`src/hw/rtl/stm_pkg.sv`:
```
package stm_pkg;

   // item kinds carried in the low bits of req_tuser
   typedef enum logic [1:0] {
      OP_WRITE   = 2'd0,
      OP_READING = 2'd1,
      OP_ROUND   = 2'd2
   } op_type;

   // slot setting picked by a write word
   typedef enum logic [2:0] {
      SEL_UPPER_TRIG = 3'd0,
      SEL_UPPER_RST  = 3'd1,
      SEL_LOWER_TRIG = 3'd2,
      SEL_LOWER_RST  = 3'd3,
      SEL_BINDING    = 3'd4
   } sel_type;

   // threshold index, also the bit position of its enable
   localparam logic [1:0] THR_UPPER_TRIG = 2'd0;
   localparam logic [1:0] THR_UPPER_RST  = 2'd1;
   localparam logic [1:0] THR_LOWER_TRIG = 2'd2;
   localparam logic [1:0] THR_LOWER_RST  = 2'd3;

   localparam int BIND_W = 6;
   localparam int CNT_W  = 8;

   localparam logic [CNT_W-1:0] CNT_MAX     = 8'hFF;
   localparam logic [7:0]       LIMIT_RESET = 8'd10;

   // settings of the addressed slot
   typedef struct packed {
      logic [3:0]        en;
      logic [BIND_W-1:0] binding;
      logic              off;
      logic [CNT_W-1:0]  cnt;
   } slot_ctl_type;

   // update of the addressed slot
   typedef struct packed {
      logic             thr_we;
      logic [1:0]       thr_sel;
      logic             en_we;
      logic             en_val;
      logic             bind_we;
      logic             off_we;
      logic             off_val;
      logic             cnt_we;
      logic [CNT_W-1:0] cnt_val;
   } slot_wr_type;

   // command to the trip state
   typedef struct packed {
      logic upd;
      logic trip;
      logic rst;
      logic round;
   } trip_cmd_type;

   // trip state as left by the current word
   typedef struct packed {
      logic sensor_bit;
      logic any;
      logic reprogram;
      logic done;
   } trip_sts_type;

endpackage

```
`src/hw/rtl/stm_slot_table.sv`:
```
module stm_slot_table
   import stm_pkg::*;
#(
   parameter int SLOTS = 16,
   parameter int VW    = 32,
   parameter int SIW   = 4
) (
   input  logic                     clock,
   input  logic                     reset,
   input  logic [SIW-1:0]           idx,
   input  slot_wr_type              wr,
   input  logic signed [VW-1:0]     wr_value,
   input  logic [BIND_W-1:0]        wr_binding,
   output slot_ctl_type             rd_ctl,
   output logic signed [VW-1:0]     rd_upper_trig,
   output logic signed [VW-1:0]     rd_upper_rst,
   output logic signed [VW-1:0]     rd_lower_trig,
   output logic signed [VW-1:0]     rd_lower_rst
);

   logic signed [VW-1:0] upper_trig_ff [SLOTS];
   logic signed [VW-1:0] upper_rst_ff  [SLOTS];
   logic signed [VW-1:0] lower_trig_ff [SLOTS];
   logic signed [VW-1:0] lower_rst_ff  [SLOTS];
   logic [BIND_W-1:0]    binding_ff    [SLOTS];
   logic [3:0]           en_ff         [SLOTS];
   logic                 off_ff        [SLOTS];
   logic [CNT_W-1:0]     cnt_ff        [SLOTS];

   always_ff @(posedge clock) begin
      if (reset) begin
         for (int i = 0; i < SLOTS; i++) begin
            en_ff[i]  <= '0;
            off_ff[i] <= 1'b1;
            cnt_ff[i] <= '0;
         end
      end else begin
         if (wr.en_we) begin
            en_ff[idx][wr.thr_sel] <= wr.en_val;
         end
         if (wr.off_we) begin
            off_ff[idx] <= wr.off_val;
         end
         if (wr.cnt_we) begin
            cnt_ff[idx] <= wr.cnt_val;
         end
      end
   end

   // thresholds and binding hold garbage until written
   always_ff @(posedge clock) begin
      if (wr.thr_we) begin
         case (wr.thr_sel)
            THR_UPPER_TRIG: upper_trig_ff[idx] <= wr_value;
            THR_UPPER_RST:  upper_rst_ff[idx]  <= wr_value;
            THR_LOWER_TRIG: lower_trig_ff[idx] <= wr_value;
            default:        lower_rst_ff[idx]  <= wr_value;
         endcase
      end
      if (wr.bind_we) begin
         binding_ff[idx] <= wr_binding;
      end
   end

   always_comb begin
      rd_ctl.en      = en_ff[idx];
      rd_ctl.binding = binding_ff[idx];
      rd_ctl.off     = off_ff[idx];
      rd_ctl.cnt     = cnt_ff[idx];
      rd_upper_trig  = upper_trig_ff[idx];
      rd_upper_rst   = upper_rst_ff[idx];
      rd_lower_trig  = lower_trig_ff[idx];
      rd_lower_rst   = lower_rst_ff[idx];
   end

endmodule

```
`src/hw/rtl/stm_trip_state.sv`:
```
module stm_trip_state
   import stm_pkg::*;
#(
   parameter int SENSORS = 64,
   parameter int SNW     = 6
) (
   input  logic           clock,
   input  logic           reset,
   input  trip_cmd_type   cmd,
   input  logic [SNW-1:0] sn,
   output trip_sts_type   sts
);

   logic [SENSORS-1:0] trip_ff, trip_in;
   logic [SENSORS-1:0] last_ff, last_in;
   logic               rise_ff, rise_in;
   logic               clear_ff, clear_in;
   logic               done_ff, done_in;
   logic               reprogram;

   always_comb begin
      trip_in   = trip_ff;
      last_in   = last_ff;
      rise_in   = rise_ff;
      clear_in  = clear_ff;
      done_in   = done_ff;
      reprogram = 1'b0;
      if (cmd.upd) begin
         // reset wins over trip
         if (cmd.rst) begin
            trip_in[sn] = 1'b0;
         end else if (cmd.trip) begin
            trip_in[sn] = 1'b1;
         end
         if (cmd.trip && !last_ff[sn]) begin
            rise_in = 1'b1;
         end
         if (cmd.rst && last_ff[sn]) begin
            clear_in = 1'b1;
         end
      end
      if (cmd.round) begin
         if (rise_ff) begin
            reprogram = !done_ff;
            done_in   = 1'b1;
         end else if (clear_ff && (trip_ff == '0)) begin
            done_in = 1'b0;
         end
         last_in  = trip_ff;
         rise_in  = 1'b0;
         clear_in = 1'b0;
      end
      sts.sensor_bit = trip_in[sn];
      sts.any        = |trip_in;
      sts.reprogram  = reprogram;
      sts.done       = done_in;
   end

   always_ff @(posedge clock) begin
      if (reset) begin
         trip_ff  <= '0;
         last_ff  <= '0;
         rise_ff  <= 1'b0;
         clear_ff <= 1'b0;
         done_ff  <= 1'b0;
      end else begin
         trip_ff  <= trip_in;
         last_ff  <= last_in;
         rise_ff  <= rise_in;
         clear_ff <= clear_in;
         done_ff  <= done_in;
      end
   end

endmodule

```
`src/hw/rtl/sensor_threshold_trip_monitor.sv`:
```
// an accepted request word passes through the input register and then the response
// register to rsp_tvalid; throughput: one word per cycle while rsp_tready holds, with
// a single pass of table read, compare and trip update between the two registers
// reset: synchronous, active high; clears enables, invalid counts, trip state and
// pending flags, marks every slot unbound and loads disable_limit with 10
// thresholds and sensor bindings are not cleared and hold garbage until written
module sensor_threshold_trip_monitor
   import stm_pkg::*;
#(
   parameter int SLOTS      = 16,
   parameter int SENSORS    = 64,
   parameter int VALUE_BITS = 32
) (
   input  logic        clock,
   input  logic        reset,
   // request channel
   input  logic        req_tvalid,
   output logic        req_tready,
   input  logic [39:0] req_tdata,   // slot[3:0], value[35:4], zero pad[39:36]
   input  logic [5:0]  req_tuser,   // op[1:0], setting_select[4:2], flag[5]
   // response channel
   output logic        rsp_tvalid,
   input  logic        rsp_tready,
   output logic [7:0]  rsp_tdata,   // reprogram[0], any_tripped[1], sensor_tripped[2],
                                    // slot_disabled[3], programmed[4], zero pad[7:5]
   // disable_limit write channel
   input  logic        csr_valid,
   output logic        csr_ready,
   input  logic [7:0]  csr_data
);

   // stored threshold width: values arrive sign extended from at most 32 bits
   localparam int VW  = (VALUE_BITS < 32) ? VALUE_BITS : 32;
   localparam int SIW = (SLOTS > 1) ? $clog2(SLOTS) : 1;
   localparam int SNW = (SENSORS > 1) ? $clog2(SENSORS) : 1;

   // ---------------------------------------------------------------------------------
   // config register
   // ---------------------------------------------------------------------------------
   logic [7:0] limit_ff;

   assign csr_ready = 1'b1;

   always_ff @(posedge clock) begin
      if (reset) begin
         limit_ff <= LIMIT_RESET;
      end else if (csr_valid) begin
         limit_ff <= csr_data;
      end
   end

   // ---------------------------------------------------------------------------------
   // input register
   // ---------------------------------------------------------------------------------
   logic               in_valid_ff, in_valid_in;
   logic [1:0]         op_ff;
   logic [3:0]         slot_ff;
   logic [2:0]         sel_ff;
   logic signed [31:0] value_ff;
   logic               flag_ff;

   logic rsp_valid_ff, rsp_valid_in;
   logic [7:0] rsp_data_ff, rsp_data_in;
   logic advance;
   logic req_take;

   // the word in the input register moves on when the response slot is free or drains
   assign advance    = in_valid_ff && (!rsp_valid_ff || rsp_tready);
   assign req_tready = !in_valid_ff || advance;
   assign req_take   = req_tvalid && req_tready;

   always_comb begin
      in_valid_in = in_valid_ff;
      if (req_take) begin
         in_valid_in = 1'b1;
      end else if (advance) begin
         in_valid_in = 1'b0;
      end
   end

   always_ff @(posedge clock) begin
      if (reset) begin
         in_valid_ff <= 1'b0;
      end else begin
         in_valid_ff <= in_valid_in;
      end
   end

   always_ff @(posedge clock) begin
      if (req_take) begin
         op_ff    <= req_tuser[1:0];
         sel_ff   <= req_tuser[4:2];
         flag_ff  <= req_tuser[5];
         slot_ff  <= req_tdata[3:0];
         value_ff <= req_tdata[35:4];
      end
   end

   // ---------------------------------------------------------------------------------
   // slot table
   // ---------------------------------------------------------------------------------
   logic [SIW-1:0]        idx;
   slot_wr_type           slot_wr;
   slot_ctl_type          ctl;
   logic signed [VW-1:0]  v;
   logic signed [VW-1:0]  upper_trig, upper_rst, lower_trig, lower_rst;

   assign idx = SIW'(slot_ff);
   assign v   = value_ff[VW-1:0];

   stm_slot_table #(
      .SLOTS (SLOTS),
      .VW    (VW),
      .SIW   (SIW)
   ) u_slot_table (
      .clock         (clock),
      .reset         (reset),
      .idx           (idx),
      .wr            (slot_wr),
      .wr_value      (v),
      .wr_binding    (value_ff[BIND_W-1:0]),
      .rd_ctl        (ctl),
      .rd_upper_trig (upper_trig),
      .rd_upper_rst  (upper_rst),
      .rd_lower_trig (lower_trig),
      .rd_lower_rst  (lower_rst)
   );

   // ---------------------------------------------------------------------------------
   // evaluation of the word in the input register
   // ---------------------------------------------------------------------------------
   trip_cmd_type     trip_cmd;
   trip_sts_type     trip_sts;
   logic [SNW-1:0]   sn;
   logic             slot_ok;
   logic             bind_ok;
   logic             trip_hit;
   logic             rst_hit;
   logic [CNT_W-1:0] cnt_next;
   logic             slot_disabled;
   logic             sensor_tripped;

   assign sn      = SNW'(ctl.binding);
   assign slot_ok = 32'(slot_ff) < 32'(SLOTS);
   assign bind_ok = flag_ff && ($unsigned(value_ff) < 32'(SENSORS));

   // hysteresis: a disabled trigger never fires, a disabled reset always holds
   assign trip_hit = (ctl.en[THR_UPPER_TRIG] && (v > upper_trig)) ||
                     (ctl.en[THR_LOWER_TRIG] && (v < lower_trig));
   assign rst_hit  = (!ctl.en[THR_UPPER_RST] || (v < upper_rst)) &&
                     (!ctl.en[THR_LOWER_RST] || (v > lower_rst));

   // invalid read count saturates
   assign cnt_next = (ctl.cnt == CNT_MAX) ? CNT_MAX : ctl.cnt + 1'b1;

   always_comb begin
      slot_wr        = '0;
      trip_cmd       = '0;
      slot_disabled  = 1'b0;
      sensor_tripped = 1'b0;
      case (op_ff)
         OP_WRITE: begin
            if (!slot_ok) begin
               slot_disabled = 1'b1;
            end else if (sel_ff == SEL_BINDING) begin
               slot_wr.off_we  = advance;
               slot_wr.off_val = !bind_ok;
               slot_wr.bind_we = advance && bind_ok;
               slot_wr.cnt_we  = advance && bind_ok;
               slot_wr.cnt_val = '0;
               slot_disabled   = !bind_ok;
            end else begin
               // threshold writes carry their enable; unknown selects do nothing
               slot_wr.thr_sel = sel_ff[1:0];
               slot_wr.thr_we  = advance && !sel_ff[2];
               slot_wr.en_we   = advance && !sel_ff[2];
               slot_wr.en_val  = flag_ff;
               slot_disabled   = ctl.off;
            end
         end
         OP_READING: begin
            if (!slot_ok || ctl.off) begin
               slot_disabled = 1'b1;
            end else if (!flag_ff) begin
               // invalid read: count it, switch off past the limit, trip bit untouched
               slot_wr.cnt_we  = advance;
               slot_wr.cnt_val = cnt_next;
               slot_wr.off_we  = advance;
               slot_wr.off_val = cnt_next > limit_ff;
               slot_disabled   = cnt_next > limit_ff;
               sensor_tripped  = trip_sts.sensor_bit;
            end else begin
               trip_cmd.upd   = advance;
               trip_cmd.trip  = trip_hit;
               trip_cmd.rst   = rst_hit;
               sensor_tripped = trip_sts.sensor_bit;
            end
         end
         OP_ROUND: begin
            trip_cmd.round = advance;
         end
         default: begin
         end
      endcase
   end

   stm_trip_state #(
      .SENSORS (SENSORS),
      .SNW     (SNW)
   ) u_trip_state (
      .clock (clock),
      .reset (reset),
      .cmd   (trip_cmd),
      .sn    (sn),
      .sts   (trip_sts)
   );

   // ---------------------------------------------------------------------------------
   // response register
   // ---------------------------------------------------------------------------------
   always_comb begin
      rsp_data_in = {3'b000, trip_sts.done, slot_disabled, sensor_tripped,
                     trip_sts.any, trip_sts.reprogram};
      rsp_valid_in = rsp_valid_ff;
      if (advance) begin
         rsp_valid_in = 1'b1;
      end else if (rsp_tready) begin
         rsp_valid_in = 1'b0;
      end
   end

   always_ff @(posedge clock) begin
      if (reset) begin
         rsp_valid_ff <= 1'b0;
      end else begin
         rsp_valid_ff <= rsp_valid_in;
      end
   end

   always_ff @(posedge clock) begin
      if (advance) begin
         rsp_data_ff <= rsp_data_in;
      end
   end

   assign rsp_tvalid = rsp_valid_ff;
   assign rsp_tdata  = rsp_data_ff;

   // ---------------------------------------------------------------------------------
   // checks
   // ---------------------------------------------------------------------------------

   // a reprogram request always leaves the done flag set
   a_reprogram_sets_done: assert property (@(posedge clock) disable iff (reset)
      rsp_valid_ff && rsp_data_ff[0] |-> rsp_data_ff[4])
      else $error("reprogram without programmed");

   // a tripped sensor means some trip bit is set
   a_sensor_implies_any: assert property (@(posedge clock) disable iff (reset)
      rsp_valid_ff && rsp_data_ff[2] |-> rsp_data_ff[1])
      else $error("sensor tripped without any tripped");

   // a held word in the input register is never overwritten
   a_no_overwrite: assert property (@(posedge clock) disable iff (reset)
      in_valid_ff && !advance |-> !req_take)
      else $error("input register overwritten");

   // a word that leaves the input register shows up as a response next cycle
   a_advance_to_rsp: assert property (@(posedge clock) disable iff (reset)
      advance |=> rsp_valid_ff)
      else $error("advanced word lost");

endmodule

```
`config.mk`:
```
export PLATFORM = sky130hd
export DESIGN_NAME = sensor_threshold_trip_monitor
export DESIGN_NICKNAME = d
export VERILOG_FILES = /design/src/hw/rtl/stm_pkg.sv /design/src/hw/rtl/stm_slot_table.sv /design/src/hw/rtl/stm_trip_state.sv /design/src/hw/rtl/sensor_threshold_trip_monitor.sv
export SDC_FILE = /design/constraint.sdc
export NUM_CORES = 2
export LEC_CHECK = 0
export CAP_MARGIN = 20
export CELL_PAD_IN_SITES_DETAIL_PLACEMENT = 1
export CELL_PAD_IN_SITES_GLOBAL_PLACEMENT = 2
export CORE_MARGIN = 4
export CORE_UTILIZATION = 30
export DETAILED_ROUTE_END_ITERATION = 8
export DONT_BUFFER_PORTS = 1
export PLACE_DENSITY_LB_ADDON = 0.1
export REMOVE_ABC_BUFFERS = 1
export SETUP_SLACK_MARGIN = 0.5
export SYNTH_ARGS = -nofsm -noshare
export SYNTH_HDL_FRONTEND = slang
export SYNTH_SLANG_ARGS = --single-unit
```
`constraint.sdc`:
```
create_clock -name clock -period 6.57 [get_ports clock]
set_input_delay 0.3285 -clock clock [delete_from_list [all_inputs] [get_ports clock]]
set_output_delay 0.3285 -clock clock [all_outputs]
set_load 0.01 [all_outputs]
```
==> results.md <==
* Die footprint at 353000 um^2
* Clock Sinks at 2544
* Pleak at about 40 nW
* Fill count at 33348
* CP Capture Type: register
* Starting Density at 30.2%
* CTS tree: yes
* Sw frac at 23.3%
* Worst Setup Start Kind: register
* Number of global-route vias before repair at between 50000 and 60000
* Maxcap violations at 0
* Total Routing Usage GR at 18.4%
* Most common cell type on the critical path: buf_4
* Post-DR wirelength/cell at 30.8 um
* R2R cell count at 25
* Area delta synth->final at 19.1%
* Worst vdd ir at 0.185 mV
* RSZ-0062 raised after global routing: yes
* Largest net degree at the start of global routing at 151
* Vias at 54736
* Top FF cell, synth: edfxtp_1
* R2R Setup Slk at 560 ps
* NetSw at 8.67 mW
* CP Data Required Time at 7190 ps
* Worst Max-Slew Pin Slew at 1140 ps
* FMAX at 166 MHz
* Non-Filler Instances at 10733
* Routability cong. at ~0.75
* GRT overflow at 0
* Setup-failing EPs final at 0
* Synthesized area at 103000 um^2
* I/O pin total at 70
* Port buffer count at 0
* Clock Skews at around 52 ps
* Post-synth ARST share at 0%
* Fin crit period at roughly 6000 ps
* Final wirelength at 331 mm
* Detail Placement HPWL at 194 mm
* Slowest CP cell: mux4_2
* Die X at 594 um
* Tcrit/Tclk final at 91.5%
* Crit path kind: register to register
* Final Hold Viols at 0
* Htree depth at 5
* Initial DRT Pass Iterations at 5
* FP Rows at 214
* Placed Cells at around 10000
* Capturing point of the worst reg2reg path: rsp_tdata[2]
* Global-route wire length before repair at 465 mm
* Share of cells above drive strength 1 at between 20% and 30%
* Power per cell area at 303 nW/um^2
* Setup TNS at 0 ps
* Worst EP arrival at 6630 ps
* Relative slew slack at 23.4%
* Outcome: finished, final reports clean
* Hold path start: req_tdata[4]
* Core ar. at 341000 um^2
* Number of synthesized flops with an enable pin at 2383
* HP Class: primary input to register
* Clk root buf: clkbuf_16
* DRT iter0 DRCs at ~4300
* Number of remaining DRC errors at 0
* Clk pwr share at 43.7%
* Total power at 37.2 mW
* TritonCTS Buffers at 303
* Die height at just under 600 um
* Most common library cell in the layout ignoring fill and taps: edfxtp_1
* Post-synthesis cell count at 5456
* Syn avg cell area at 18.9 um^2
* Internal power at 28.5 mW
* Register area share after synthesis at 72.6%
* Final #Nets at between 6000 and 7000
* Initial antenna violation count at 30
* Flop pwr share at 48.1%
* CTS Buffer Depth at 4
* Clock Pin Slew Worst Setup and Hold Paths at 60 ps
* ANT nets after route at 0
* Hold Path Depth at 1
* Pins Over Slew Limit at 0
* Combinational Power Share at 8.2%
* Sink of the worst hold path: v[0]
* Most frequent cells in the layout: 2383 x edfxtp_1, 706 x mux4_2, 346 x nand2_1
* Yosys cell types at 84
* Skew-Pair Late Insertion Delay at just over 900 ps
* Seq cells post-synth at 2544
* Vias per inst at 5.10
* Crit path largest cell delay at roughly 540 ps
* Synth warnings at 0
* CP Max Fanout at 14
[synthesized netlist by cell type (all sizes together), types with 11 or more instances]
library cell / n / area (um^2)
a211oi: 61 / 468
a21o: 30 / 225
a21oi: 188 / 945
a221oi: 13 / 114
a22o: 11 / 96.3
a22oi: 26 / 195
a31oi: 41 / 257
and2: 26 / 163
and3: 20 / 125
buf: 122 / 661
clkbuf: 195 / 732
dfxtp: 161 / 3220
edfxtp: 2383 / 71600
ha: 135 / 1690
inv: 148 / 556
mux2: 31 / 349
mux2i: 38 / 380
mux4: 706 / 15900
nand2: 352 / 1330
nand2b: 15 / 109
nand3: 45 / 225
nand4: 42 / 263
nor2: 296 / 1120
nor2b: 17 / 106
nor3: 71 / 397
nor4: 30 / 203
o211ai: 16 / 120
o21ai: 118 / 591
o22ai: 14 / 87.6
[power by group through the flow]
stage / clock (mW) / combinational, mW / sequential [mW]
2_1_floorplan: 0 / 2.51 / 18.5
3_3_place_gp: 0 / 2.88 / 18.2
3_5_place_dp: 0 / 2.92 / 18.2
4_1_cts: 16.8 / 3.08 / 17.9
5_1_grt: 17.5 / 3.29 / 17.9
6_report: 16.2 / 3.04 / 17.9
[metrics by stage]
stage,setup slack (ps),hold slack (ps),util (%),instance area (um^2)
final,556,95.5,36.0,123000
after global routing,363,35.6,36.0,123000
after CTS,503,0.151,35.9,122000
after detailed placement,-271,427,32.7,111000
after global placement,-265,424,32.6,111000
after floorplan,-25490,398,-,102000
[timing repair]
| action | in CTS | in global routing |
|---|---|---|
| pin swaps | 22 | 21 |
| setup endpoints to repair | 2 | 18 |
| hold buffers | 76 | 0 |
| gates resized for setup | 43 | 38 |
| gates cloned | 10 | 2 |
| endpoints found under the hold margin | 203 | 0 |
| buffers inserted | 23 | 12 |
[layer usage]
metal	share of wire, %	up-vias	global-route usage (%)	wire length, um
li1	-	23277	-	-
met1	44	29969	25.2	147000
met2	49	1090	30.9	162000
met3	3.7	398	2.37	12400
met4	2.8	2	5.08	9130
met5	0.0039	-	0	13
[flip-flops by register name, indices dropped and copies added, names as in the netlist, 2 cells and up, named ones only]
name and cells:
u_slot_table.en_ff 64, v 32, sel_ff 3, u_slot_table.upper_trig_ff 512, u_slot_table.cnt_ff 128, u_slot_table.lower_trig_ff 512, u_slot_table.binding_ff 96, idx 4
limit_ff 8, u_slot_table.lower_rst_ff 512, u_trip_state.trip_ff 64, rsp_tdata 5, op_ff 2, u_trip_state.last_ff 64, u_slot_table.off_ff 16, u_slot_table.upper_rst_ff 512
[worst max-delay path by stage]
stage,cells after the start,to,slack (ps)
floorplan,9,rsp_tdata[1],-25490
global placement,23,rsp_tdata[1],-260
detailed placement,23,rsp_tdata[1],-270
CTS,23,rsp_tdata[1],500
global route,24,rsp_tdata[1],360
finish,25,rsp_tdata[2],560
[logic make-up after synthesis]
family | after synthesis | synth area share [%]
compound gates | 582 | 3.57
xor+xnor | 4 | 0.0340
mux | 775 | 16.1
buf+inv | 467 | 1.90
simple gates | 947 | 4.17
other cells | 2 | 0.00729
flops | 2544 | 72.6
fa+ha+maj | 135 | 1.64
[layout make-up]
class | count | area, um^2 | share of cell area, %
sequential | 2544 | 74800 | 60.9
multi-input combinational | 2448 | 26900 | 21.9
clock buffer | 387 | 8000 | 6.52
tap | 4536 | 5680 | 4.62
timing repair buffer | 507 | 5310 | 4.33
clock inverter | 152 | 1460 | 1.19
inverter | 150 | 572 | 0.466
antenna | 9 | 22.5 | 0.0183
[critical path, delay by kind of cell, from the launching register on]
family / cells / cell delay, ps
buffers and inverters: 11 / 1660
adders and majority gates: 1 / 150
muxes: 2 / 1020
and+or+nand+nor: 8 / 1840
AOI/OAI and AO/OA: 3 / 550
DFF: 1 / 410
Note: power is estimated with default switching activity, not from simulation.
